**src/sv/sha_pkg.sv**
```systemverilog
package sha_pkg;

   localparam logic ACTION_ABSORB = 1'b0;
   localparam logic ACTION_FINISH = 1'b1;

   localparam logic [7:0] PAD_MARK      = 8'h80;
   localparam logic [5:0] LENGTH_OFFSET = 6'd56;
   localparam logic [5:0] LAST_BYTE     = 6'd63;
   localparam logic [5:0] LAST_ROUND    = 6'd63;
   localparam logic [2:0] LAST_WORD     = 3'd7;

   typedef logic [7:0][31:0] word_array_type;
   typedef logic [15:0][31:0] sched_array_type;

   typedef struct packed {
      logic       action;
      logic [7:0] data_byte;
   } req_type;

   typedef struct packed {
      logic [31:0] digest_word;
      logic [2:0]  word_index;
      logic        last_word;
   } rsp_type;

   typedef struct packed {
      logic start;
      logic init;
   } core_ctrl_type;

   localparam word_array_type INIT_HASH = {
      32'h5be0cd19, 32'h1f83d9ab, 32'h9b05688c, 32'h510e527f,
      32'ha54ff53a, 32'h3c6ef372, 32'hbb67ae85, 32'h6a09e667
   };

   function automatic logic [31:0] rotr(input logic [31:0] v, input int unsigned s);
      return (v >> s) | (v << (32 - s));
   endfunction

   function automatic logic [31:0] big_sigma0(input logic [31:0] v);
      return rotr(v, 2) ^ rotr(v, 13) ^ rotr(v, 22);
   endfunction

   function automatic logic [31:0] big_sigma1(input logic [31:0] v);
      return rotr(v, 6) ^ rotr(v, 11) ^ rotr(v, 25);
   endfunction

   function automatic logic [31:0] small_sigma0(input logic [31:0] v);
      return rotr(v, 7) ^ rotr(v, 18) ^ (v >> 3);
   endfunction

   function automatic logic [31:0] small_sigma1(input logic [31:0] v);
      return rotr(v, 17) ^ rotr(v, 19) ^ (v >> 10);
   endfunction

   function automatic logic [31:0] round_k(input logic [5:0] idx);
      logic [31:0] k;
      case (idx)
         6'd0:  k = 32'h428a2f98;
         6'd1:  k = 32'h71374491;
         6'd2:  k = 32'hb5c0fbcf;
         6'd3:  k = 32'he9b5dba5;
         6'd4:  k = 32'h3956c25b;
         6'd5:  k = 32'h59f111f1;
         6'd6:  k = 32'h923f82a4;
         6'd7:  k = 32'hab1c5ed5;
         6'd8:  k = 32'hd807aa98;
         6'd9:  k = 32'h12835b01;
         6'd10: k = 32'h243185be;
         6'd11: k = 32'h550c7dc3;
         6'd12: k = 32'h72be5d74;
         6'd13: k = 32'h80deb1fe;
         6'd14: k = 32'h9bdc06a7;
         6'd15: k = 32'hc19bf174;
         6'd16: k = 32'he49b69c1;
         6'd17: k = 32'hefbe4786;
         6'd18: k = 32'h0fc19dc6;
         6'd19: k = 32'h240ca1cc;
         6'd20: k = 32'h2de92c6f;
         6'd21: k = 32'h4a7484aa;
         6'd22: k = 32'h5cb0a9dc;
         6'd23: k = 32'h76f988da;
         6'd24: k = 32'h983e5152;
         6'd25: k = 32'ha831c66d;
         6'd26: k = 32'hb00327c8;
         6'd27: k = 32'hbf597fc7;
         6'd28: k = 32'hc6e00bf3;
         6'd29: k = 32'hd5a79147;
         6'd30: k = 32'h06ca6351;
         6'd31: k = 32'h14292967;
         6'd32: k = 32'h27b70a85;
         6'd33: k = 32'h2e1b2138;
         6'd34: k = 32'h4d2c6dfc;
         6'd35: k = 32'h53380d13;
         6'd36: k = 32'h650a7354;
         6'd37: k = 32'h766a0abb;
         6'd38: k = 32'h81c2c92e;
         6'd39: k = 32'h92722c85;
         6'd40: k = 32'ha2bfe8a1;
         6'd41: k = 32'ha81a664b;
         6'd42: k = 32'hc24b8b70;
         6'd43: k = 32'hc76c51a3;
         6'd44: k = 32'hd192e819;
         6'd45: k = 32'hd6990624;
         6'd46: k = 32'hf40e3585;
         6'd47: k = 32'h106aa070;
         6'd48: k = 32'h19a4c116;
         6'd49: k = 32'h1e376c08;
         6'd50: k = 32'h2748774c;
         6'd51: k = 32'h34b0bcb5;
         6'd52: k = 32'h391c0cb3;
         6'd53: k = 32'h4ed8aa4a;
         6'd54: k = 32'h5b9cca4f;
         6'd55: k = 32'h682e6ff3;
         6'd56: k = 32'h748f82ee;
         6'd57: k = 32'h78a5636f;
         6'd58: k = 32'h84c87814;
         6'd59: k = 32'h8cc70208;
         6'd60: k = 32'h90befffa;
         6'd61: k = 32'ha4506ceb;
         6'd62: k = 32'hbef9a3f7;
         6'd63: k = 32'hc67178f2;
         default: k = 32'h00000000;
      endcase
      return k;
   endfunction

endpackage

```
**src/sv/sha_block_buffer.sv**
```systemverilog
module sha_block_buffer (
   input  logic         clock,
   input  logic         shift_en,
   input  logic [7:0]   shift_byte,
   output logic [511:0] block
);

   logic [511:0] block_ff;
   logic [511:0] block_in;

   assign block_in = {block_ff[503:0], shift_byte};

   always_ff @(posedge clock) begin
      if (shift_en) begin
         block_ff <= block_in;
      end
   end

   assign block = block_ff;

endmodule

```
**src/sv/sha_round_core.sv**
```systemverilog
module sha_round_core (
   input  logic                    clock,
   input  logic                    reset,
   input  sha_pkg::core_ctrl_type  ctrl,
   input  logic [511:0]            block,
   output logic                    done,
   output sha_pkg::word_array_type chain
);

   import sha_pkg::*;

   typedef enum logic [1:0] {
      C_IDLE,
      C_ROUND,
      C_ADD
   } core_state_type;

   core_state_type  state_ff;
   logic [5:0]      round_ff;
   logic            done_ff;
   word_array_type  chain_ff;
   word_array_type  work_ff;
   word_array_type  work_in;
   sched_array_type sched_ff;
   sched_array_type sched_in;
   sched_array_type sched_load;
   logic [31:0]     t1;
   logic [31:0]     t2;
   logic [31:0]     ch;
   logic [31:0]     maj;

   always_comb begin
      for (int t = 0; t < 16; t++) begin
         sched_load[t] = block[511 - 32 * t -: 32];
      end
   end

   always_comb begin
      ch  = (work_ff[4] & work_ff[5]) ^ (~work_ff[4] & work_ff[6]);
      maj = (work_ff[0] & work_ff[1]) ^ (work_ff[0] & work_ff[2]) ^ (work_ff[1] & work_ff[2]);
      t1  = work_ff[7] + big_sigma1(work_ff[4]) + ch + round_k(round_ff) + sched_ff[0];
      t2  = big_sigma0(work_ff[0]) + maj;
      work_in[7] = work_ff[6];
      work_in[6] = work_ff[5];
      work_in[5] = work_ff[4];
      work_in[4] = work_ff[3] + t1;
      work_in[3] = work_ff[2];
      work_in[2] = work_ff[1];
      work_in[1] = work_ff[0];
      work_in[0] = t1 + t2;
      for (int i = 0; i < 15; i++) begin
         sched_in[i] = sched_ff[i + 1];
      end
      sched_in[15] = sched_ff[0] + small_sigma0(sched_ff[1]) + sched_ff[9]
                   + small_sigma1(sched_ff[14]);
   end

   always_ff @(posedge clock) begin
      if (reset) begin
         state_ff <= C_IDLE;
         round_ff <= '0;
         done_ff  <= 1'b0;
         chain_ff <= INIT_HASH;
      end else begin
         done_ff <= 1'b0;
         case (state_ff)
            C_IDLE: begin
               if (ctrl.init) begin
                  chain_ff <= INIT_HASH;
               end
               if (ctrl.start) begin
                  work_ff  <= chain_ff;
                  sched_ff <= sched_load;
                  round_ff <= '0;
                  state_ff <= C_ROUND;
               end
            end
            C_ROUND: begin
               work_ff  <= work_in;
               sched_ff <= sched_in;
               round_ff <= round_ff + 6'd1;
               if (round_ff == LAST_ROUND) begin
                  state_ff <= C_ADD;
               end
            end
            C_ADD: begin
               for (int i = 0; i < 8; i++) begin
                  chain_ff[i] <= chain_ff[i] + work_ff[i];
               end
               done_ff  <= 1'b1;
               state_ff <= C_IDLE;
            end
            default: begin
               state_ff <= C_IDLE;
            end
         endcase
      end
   end

   assign done  = done_ff;
   assign chain = chain_ff;

endmodule

```
**src/sv/sha_digest_out.sv**
```systemverilog
module sha_digest_out (
   input  logic                    clock,
   input  logic                    reset,
   input  logic                    load,
   input  sha_pkg::word_array_type digest,
   output logic                    busy,
   output logic                    rsp_valid,
   input  logic                    rsp_stall,
   output sha_pkg::rsp_type        rsp_data
);

   import sha_pkg::*;

   word_array_type words_ff;
   logic [2:0]     index_ff;
   logic           valid_ff;

   always_ff @(posedge clock) begin
      if (reset) begin
         valid_ff <= 1'b0;
         index_ff <= '0;
      end else if (load) begin
         valid_ff <= 1'b1;
         index_ff <= '0;
      end else if (valid_ff && !rsp_stall) begin
         if (index_ff == LAST_WORD) begin
            valid_ff <= 1'b0;
         end else begin
            index_ff <= index_ff + 3'd1;
         end
      end
   end

   always_ff @(posedge clock) begin
      if (load) begin
         words_ff <= digest;
      end
   end

   assign busy                 = valid_ff;
   assign rsp_valid            = valid_ff;
   assign rsp_data.digest_word = words_ff[index_ff];
   assign rsp_data.word_index  = index_ff;
   assign rsp_data.last_word   = (index_ff == LAST_WORD);

endmodule

```
**src/sv/sha256_stream_hasher.sv**
```systemverilog
// Absorb transfers are taken one per cycle while idle; the 64th byte of a
// block starts a compression of a load step, 64 rounds and an add step, in
// which no transfer is taken. A finish pads one byte per cycle outside
// compressions, runs one or two compressions, then hands eight digest words
// to the output register. The single round unit limits the byte rate.
// Synchronous reset restores the initial hash value and clears all counters.
module sha256_stream_hasher (
   input  logic             clock,
   input  logic             reset,
   input  logic             req_valid,
   output logic             req_stall,
   input  sha_pkg::req_type req_data,
   output logic             rsp_valid,
   input  logic             rsp_stall,
   output sha_pkg::rsp_type rsp_data
);

   import sha_pkg::*;

   typedef enum logic [1:0] {
      S_IDLE,
      S_PAD,
      S_COMPRESS,
      S_DIGEST
   } state_type;

   state_type      state_ff;
   state_type      after_ff;
   logic [5:0]     fill_ff;
   logic [63:0]    length_ff;
   logic           length_phase_ff;
   logic           start_ff;

   logic           accept;
   logic           shift_en;
   logic [7:0]     shift_byte;
   logic [7:0]     pad_byte;
   logic [63:0]    bit_length;
   logic [2:0]     length_sel;
   logic           out_load;
   logic           out_busy;
   logic           core_done;
   core_ctrl_type  core_ctrl;
   logic [511:0]   block;
   word_array_type chain;

   assign req_stall  = (state_ff != S_IDLE);
   assign accept     = req_valid && (state_ff == S_IDLE);
   assign bit_length = {length_ff[60:0], 3'b000};
   assign length_sel = 3'd7 - fill_ff[2:0];

   always_comb begin
      if (length_phase_ff && (fill_ff >= LENGTH_OFFSET)) begin
         pad_byte = bit_length[{length_sel, 3'b000} +: 8];
      end else begin
         pad_byte = 8'h00;
      end
      if (accept) begin
         shift_byte = (req_data.action == ACTION_FINISH) ? PAD_MARK : req_data.data_byte;
      end else begin
         shift_byte = pad_byte;
      end
   end

   assign shift_en        = accept || (state_ff == S_PAD);
   assign out_load        = (state_ff == S_DIGEST) && !out_busy;
   assign core_ctrl.start = start_ff;
   assign core_ctrl.init  = out_load;

   always_ff @(posedge clock) begin
      if (reset) begin
         state_ff        <= S_IDLE;
         after_ff        <= S_IDLE;
         fill_ff         <= '0;
         length_ff       <= '0;
         length_phase_ff <= 1'b0;
         start_ff        <= 1'b0;
      end else begin
         start_ff <= shift_en && (fill_ff == LAST_BYTE);
         case (state_ff)
            S_IDLE: begin
               if (accept) begin
                  if (req_data.action == ACTION_ABSORB) begin
                     length_ff <= length_ff + 64'd1;
                     if (fill_ff == LAST_BYTE) begin
                        fill_ff  <= '0;
                        after_ff <= S_IDLE;
                        state_ff <= S_COMPRESS;
                     end else begin
                        fill_ff <= fill_ff + 6'd1;
                     end
                  end else begin
                     if (fill_ff == LAST_BYTE) begin
                        fill_ff         <= '0;
                        length_phase_ff <= 1'b1;
                        after_ff        <= S_PAD;
                        state_ff        <= S_COMPRESS;
                     end else begin
                        fill_ff         <= fill_ff + 6'd1;
                        length_phase_ff <= (fill_ff < LENGTH_OFFSET);
                        state_ff        <= S_PAD;
                     end
                  end
               end
            end
            S_PAD: begin
               if (fill_ff == LAST_BYTE) begin
                  fill_ff         <= '0;
                  length_phase_ff <= 1'b1;
                  after_ff        <= length_phase_ff ? S_DIGEST : S_PAD;
                  state_ff        <= S_COMPRESS;
               end else begin
                  fill_ff <= fill_ff + 6'd1;
               end
            end
            S_COMPRESS: begin
               if (core_done) begin
                  state_ff <= after_ff;
               end
            end
            S_DIGEST: begin
               if (!out_busy) begin
                  length_ff       <= '0;
                  fill_ff         <= '0;
                  length_phase_ff <= 1'b0;
                  state_ff        <= S_IDLE;
               end
            end
            default: begin
               state_ff <= S_IDLE;
            end
         endcase
      end
   end

   sha_block_buffer u_buffer (
      .clock      (clock),
      .shift_en   (shift_en),
      .shift_byte (shift_byte),
      .block      (block)
   );

   sha_round_core u_core (
      .clock (clock),
      .reset (reset),
      .ctrl  (core_ctrl),
      .block (block),
      .done  (core_done),
      .chain (chain)
   );

   sha_digest_out u_out (
      .clock     (clock),
      .reset     (reset),
      .load      (out_load),
      .digest    (chain),
      .busy      (out_busy),
      .rsp_valid (rsp_valid),
      .rsp_stall (rsp_stall),
      .rsp_data  (rsp_data)
   );

endmodule

```
**config.mk**
```make
export PLATFORM = sky130hd
export DESIGN_NAME = sha256_stream_hasher
export DESIGN_NICKNAME = d
export VERILOG_FILES = /design/src/sv/sha_pkg.sv /design/src/sv/sha_block_buffer.sv /design/src/sv/sha_round_core.sv /design/src/sv/sha_digest_out.sv /design/src/sv/sha256_stream_hasher.sv
export SDC_FILE = /design/constraint.sdc
export NUM_CORES = 2
export LEC_CHECK = 0
export ABC_AREA = 0
export BUFFER_PORTS_ARGS = -buffer_cell sky130_fd_sc_hd__buf_2
export CAP_MARGIN = 10
export CELL_PAD_IN_SITES_DETAIL_PLACEMENT = 0
export CELL_PAD_IN_SITES_GLOBAL_PLACEMENT = 2
export CORE_MARGIN = 5
export CORE_UTILIZATION = 44
export CTS_CLUSTER_DIAMETER = 120
export CTS_CLUSTER_SIZE = 14
export DETAILED_ROUTE_END_ITERATION = 10
export GPL_TIMING_DRIVEN = 0
export PLACE_DENSITY_LB_ADDON = 0.1
export SETUP_SLACK_MARGIN = 0.2
export SKIP_LAST_GASP = 1
export SLEW_MARGIN = 30
export SYNTH_ARGS = -nofsm -noshare
export SYNTH_HDL_FRONTEND = slang
export SYNTH_SLANG_ARGS = --single-unit
```
**constraint.sdc**
```tcl
create_clock -name clock -period 45.1 [get_ports clock]
set_input_delay 4.51 -clock clock [delete_from_list [all_inputs] [get_ports clock]]
set_output_delay 4.51 -clock clock [all_outputs]
set_load 0.02 [all_outputs]
```
==> impl_metrics.ini <==
[grt]
globalRouteOverflowTotal = 0
grt_max_degree = 65
first_global_vias = 69482
antenna_found_initial = 27
grt_usage = 0.317
grt_pass1_wl_mm = 522

[setup_path]
cp.arrival_ns = 9.86
max_stage_delay_ns = 0.68
cpMaxStageDelayCell = clkbuf_1
path_buf_inv = 5
cp_num_cells = 33
worstSetupEndpointType = register
critPathMaxFanout = 5
critPathKind = reg -> reg
required_ns = 45.76
path_delay_family = compound AO/OA/AOI/OAI gates
rr_worst_depth = 33
cp-start-kind = register
cpMostUsedCell = fa_1

[place]
io_buffers = 50
hpwl_mm = 293
place_inst = 12137
place_ws_ns = 36.06
finalWeightedCongestion = 0.970

[sta]
max_freq_ghz = 0.109
worst_slew_pin_slew_ns = 1.11
rsz0062_at_grt = false
maxSlewHeadroom = 0.261
setup_ws_ns = 35.90
period_minus_slack_ns = 9.20
report.final.slew_viol_count = 0
hold_viol_final = 0
setup_tns_ns = 0
clock_skew_ns = 0.0532
fin_crit_sh = 0.204
setup_viol = 0

[route]
drt_iter0_drc = 7263
firstDrtPassIters = 10
vias = 71576
drc = 4
post_drt_wl_per_cell_um = 30.2
routed_wl_mm = 374
ant_nets = 0
drt-vias-per-instance = 5.77

[die]
fp.dieW_um = 482
die_h_um = 482
ios = 51
start_util = 0.441
num_rows = 173
die_area_um2 = 232000
core-area_um2 = 222000

[cells_and_area]
drive_gt1_frac = 0.0629
area_growth_pct = 11.6
fin_cells = 12406
fin_util = 0.493
fin_nets = 9920

[synthesis]
synth_commonest_cells = 2372 x nand2_1, 1536 x edfxtp_1, 447 x nor2_1
synthTopCellsByArea = edfxtp_1 47%, nand2_1 9.1%, dfxtp_1 7.6%
synthArstFlopShare = 0
synth_top_area_frac = 0.471
syn_inst = 9016
synth_cell_types = 92
yosysWarningCount = 0
syn_area_um2 = 97900
seq_area_frac_synth = 0.548
syn-num-nets = 9617
yosysMostFrequentCell = nand2_1
ys_ff_latch = 1910
yosysTopAreaCell = edfxtp_1
ys.flop_type = edfxtp_1
synth_area_per_cell_um2 = 10.9
synth-edff-count = 1536

[clock_network]
root_buffer = clkbuf_16
cts-resized-gates = 0
postCtsHoldBufs = 0
clk_path_buf_depth = 3
insertion_delay_ns = 0.88
cts_tree = done
clkSinkCount = 1910
path_clk_slew_ns = 0.07
cts_buffers = 154
cts-htree-levels = 4
post_cts_buffers = 0

[power]
ir_drop_v = 0.0000316
power.total_mw = 3.40
powerDensity_nw_per_um2 = 31.1
power.leakage_nw = 42.1

[outcome]
status = finished, violations left
violations = design-rule violations

[hold_path]
min_path_type = reg -> reg
whs_path_depth = 0

[run]
cap_violations = 0
-- layout make-up --
type	instances	area, um2
repair buffers	147	2830
inverters	272	1020
clock buffers	232	4190
flip-flops and latches	1910	53600
well taps	2975	3720
multi-input cells	6413	41800
clock inverters	14	389
plain buffers	421	1690
diodes	22	55.1
fillers	20264	113000
-- registers in the layout, summed over array words and instances (netlist names), named ones only --
name,cells
u_buffer.block,512
u_core.sched_ff,512
u_core.chain,256
u_core.work_ff,256
u_out.words_ff,256
length_ff,61
fill_ff,6
u_core.round_ff,6
u_out.index_ff,3
after_ff,2
state_ff,2
u_core.state_ff,2
length_phase_ff,1
start_ff,1
u_core.done,1
u_out.busy,1
-- per-layer routing --
metal,global-route usage,share of wire,vias to the layer above
li1,-,-,32406
met1,0.414,0.41,36029
met2,0.530,0.48,2536
met3,0.0442,0.060,599
met4,0.139,0.053,6
met5,0,0.00011,-
-- placed cells by master (no fill, tap or decap), types with 43 or more instances in the layout --
cell / synthesis / routed
o21ai_0: 366 / 363
or3_1: 44 / 44
buf_16: 0 / 89
nand2b_1: 130 / 130
mux2_2: 55 / 55
mux4_2: 79 / 79
clkbuf_16: 0 / 156
inv_1: 268 / 268
nor3_1: 99 / 99
o22ai_1: 98 / 98
a211oi_1: 61 / 61
a21oi_1: 401 / 401
buf_2: 1 / 58
nand3_1: 88 / 88
nand2_1: 2372 / 2372
xnor2_1: 412 / 412
nor2b_1: 43 / 43
xor2_1: 201 / 201
edfxtp_1: 1536 / 1536
o21bai_1: 47 / 47
clkbuf_2: 0 / 67
fa_1: 195 / 195
a21o_1: 183 / 183
clkbuf_1: 395 / 406
a22oi_1: 72 / 72
nor2_1: 447 / 441
ha_1: 393 / 393
a31oi_1: 45 / 45
o211ai_1: 43 / 43
dfxtp_1: 374 / 374
o21a_1: 56 / 56
-- stage by stage --
stage / hold WS (ns) / cell area (um2)
after detailed placement: 0.431 / 105000
after floorplan: 0.426 / 97900
after CTS: 0.423 / 109000
final: 0.428 / 109000
after global placement: 0.430 / 102000
after global routing: 0.435 / 109000
-- path summary, 6_finish.rpt --
| kind | startpoint | end | slack [ns] |
|---|---|---|---|
| worst max-delay path | u_core.work_ff[140] | u_core.work_ff[31] | 35.90 |
| worst min-delay path | u_buffer.block[107] | u_buffer.block[115] | 0.43 |
| worst max register to register | u_core.work_ff[140] | u_core.work_ff[31] | 35.90 |
| worst min register to register | u_buffer.block[107] | u_buffer.block[115] | 0.43 |
-- cells by family (layout without fill, tap and decap cells) --
group	after synthesis	in the layout	share of synthesized area
simple gates	3404	3404	0.145
flops	1910	1910	0.548
other cells	0	22	0
mux	163	163	0.0275
fa+ha+maj	609	609	0.0922
compound gates	1623	1623	0.106
xor+xnor	614	614	0.0551
buf+inv	693	1086	0.0266
-- where the power goes --
| part | internal, mW | leakage [nW] | switching, mW |
|---|---|---|---|
| Clock | 0.651 | 2.16 | 0.669 |
| Sequential | 1.96 | 17.5 | 0.0297 |
| Combinational | 0.0314 | 22.4 | 0.0581 |
-- worst register-to-register path, delay by kind of cell (launching register included) --
family / cells / cell delay, ns
simple gates: 5 / 0.59
xor+xnor: 4 / 0.99
flops: 1 / 0.36
compound gates: 12 / 3.05
buf+inv: 5 / 1.02
fa+ha+maj: 7 / 3.00
(Power assumes the default switching activity.)
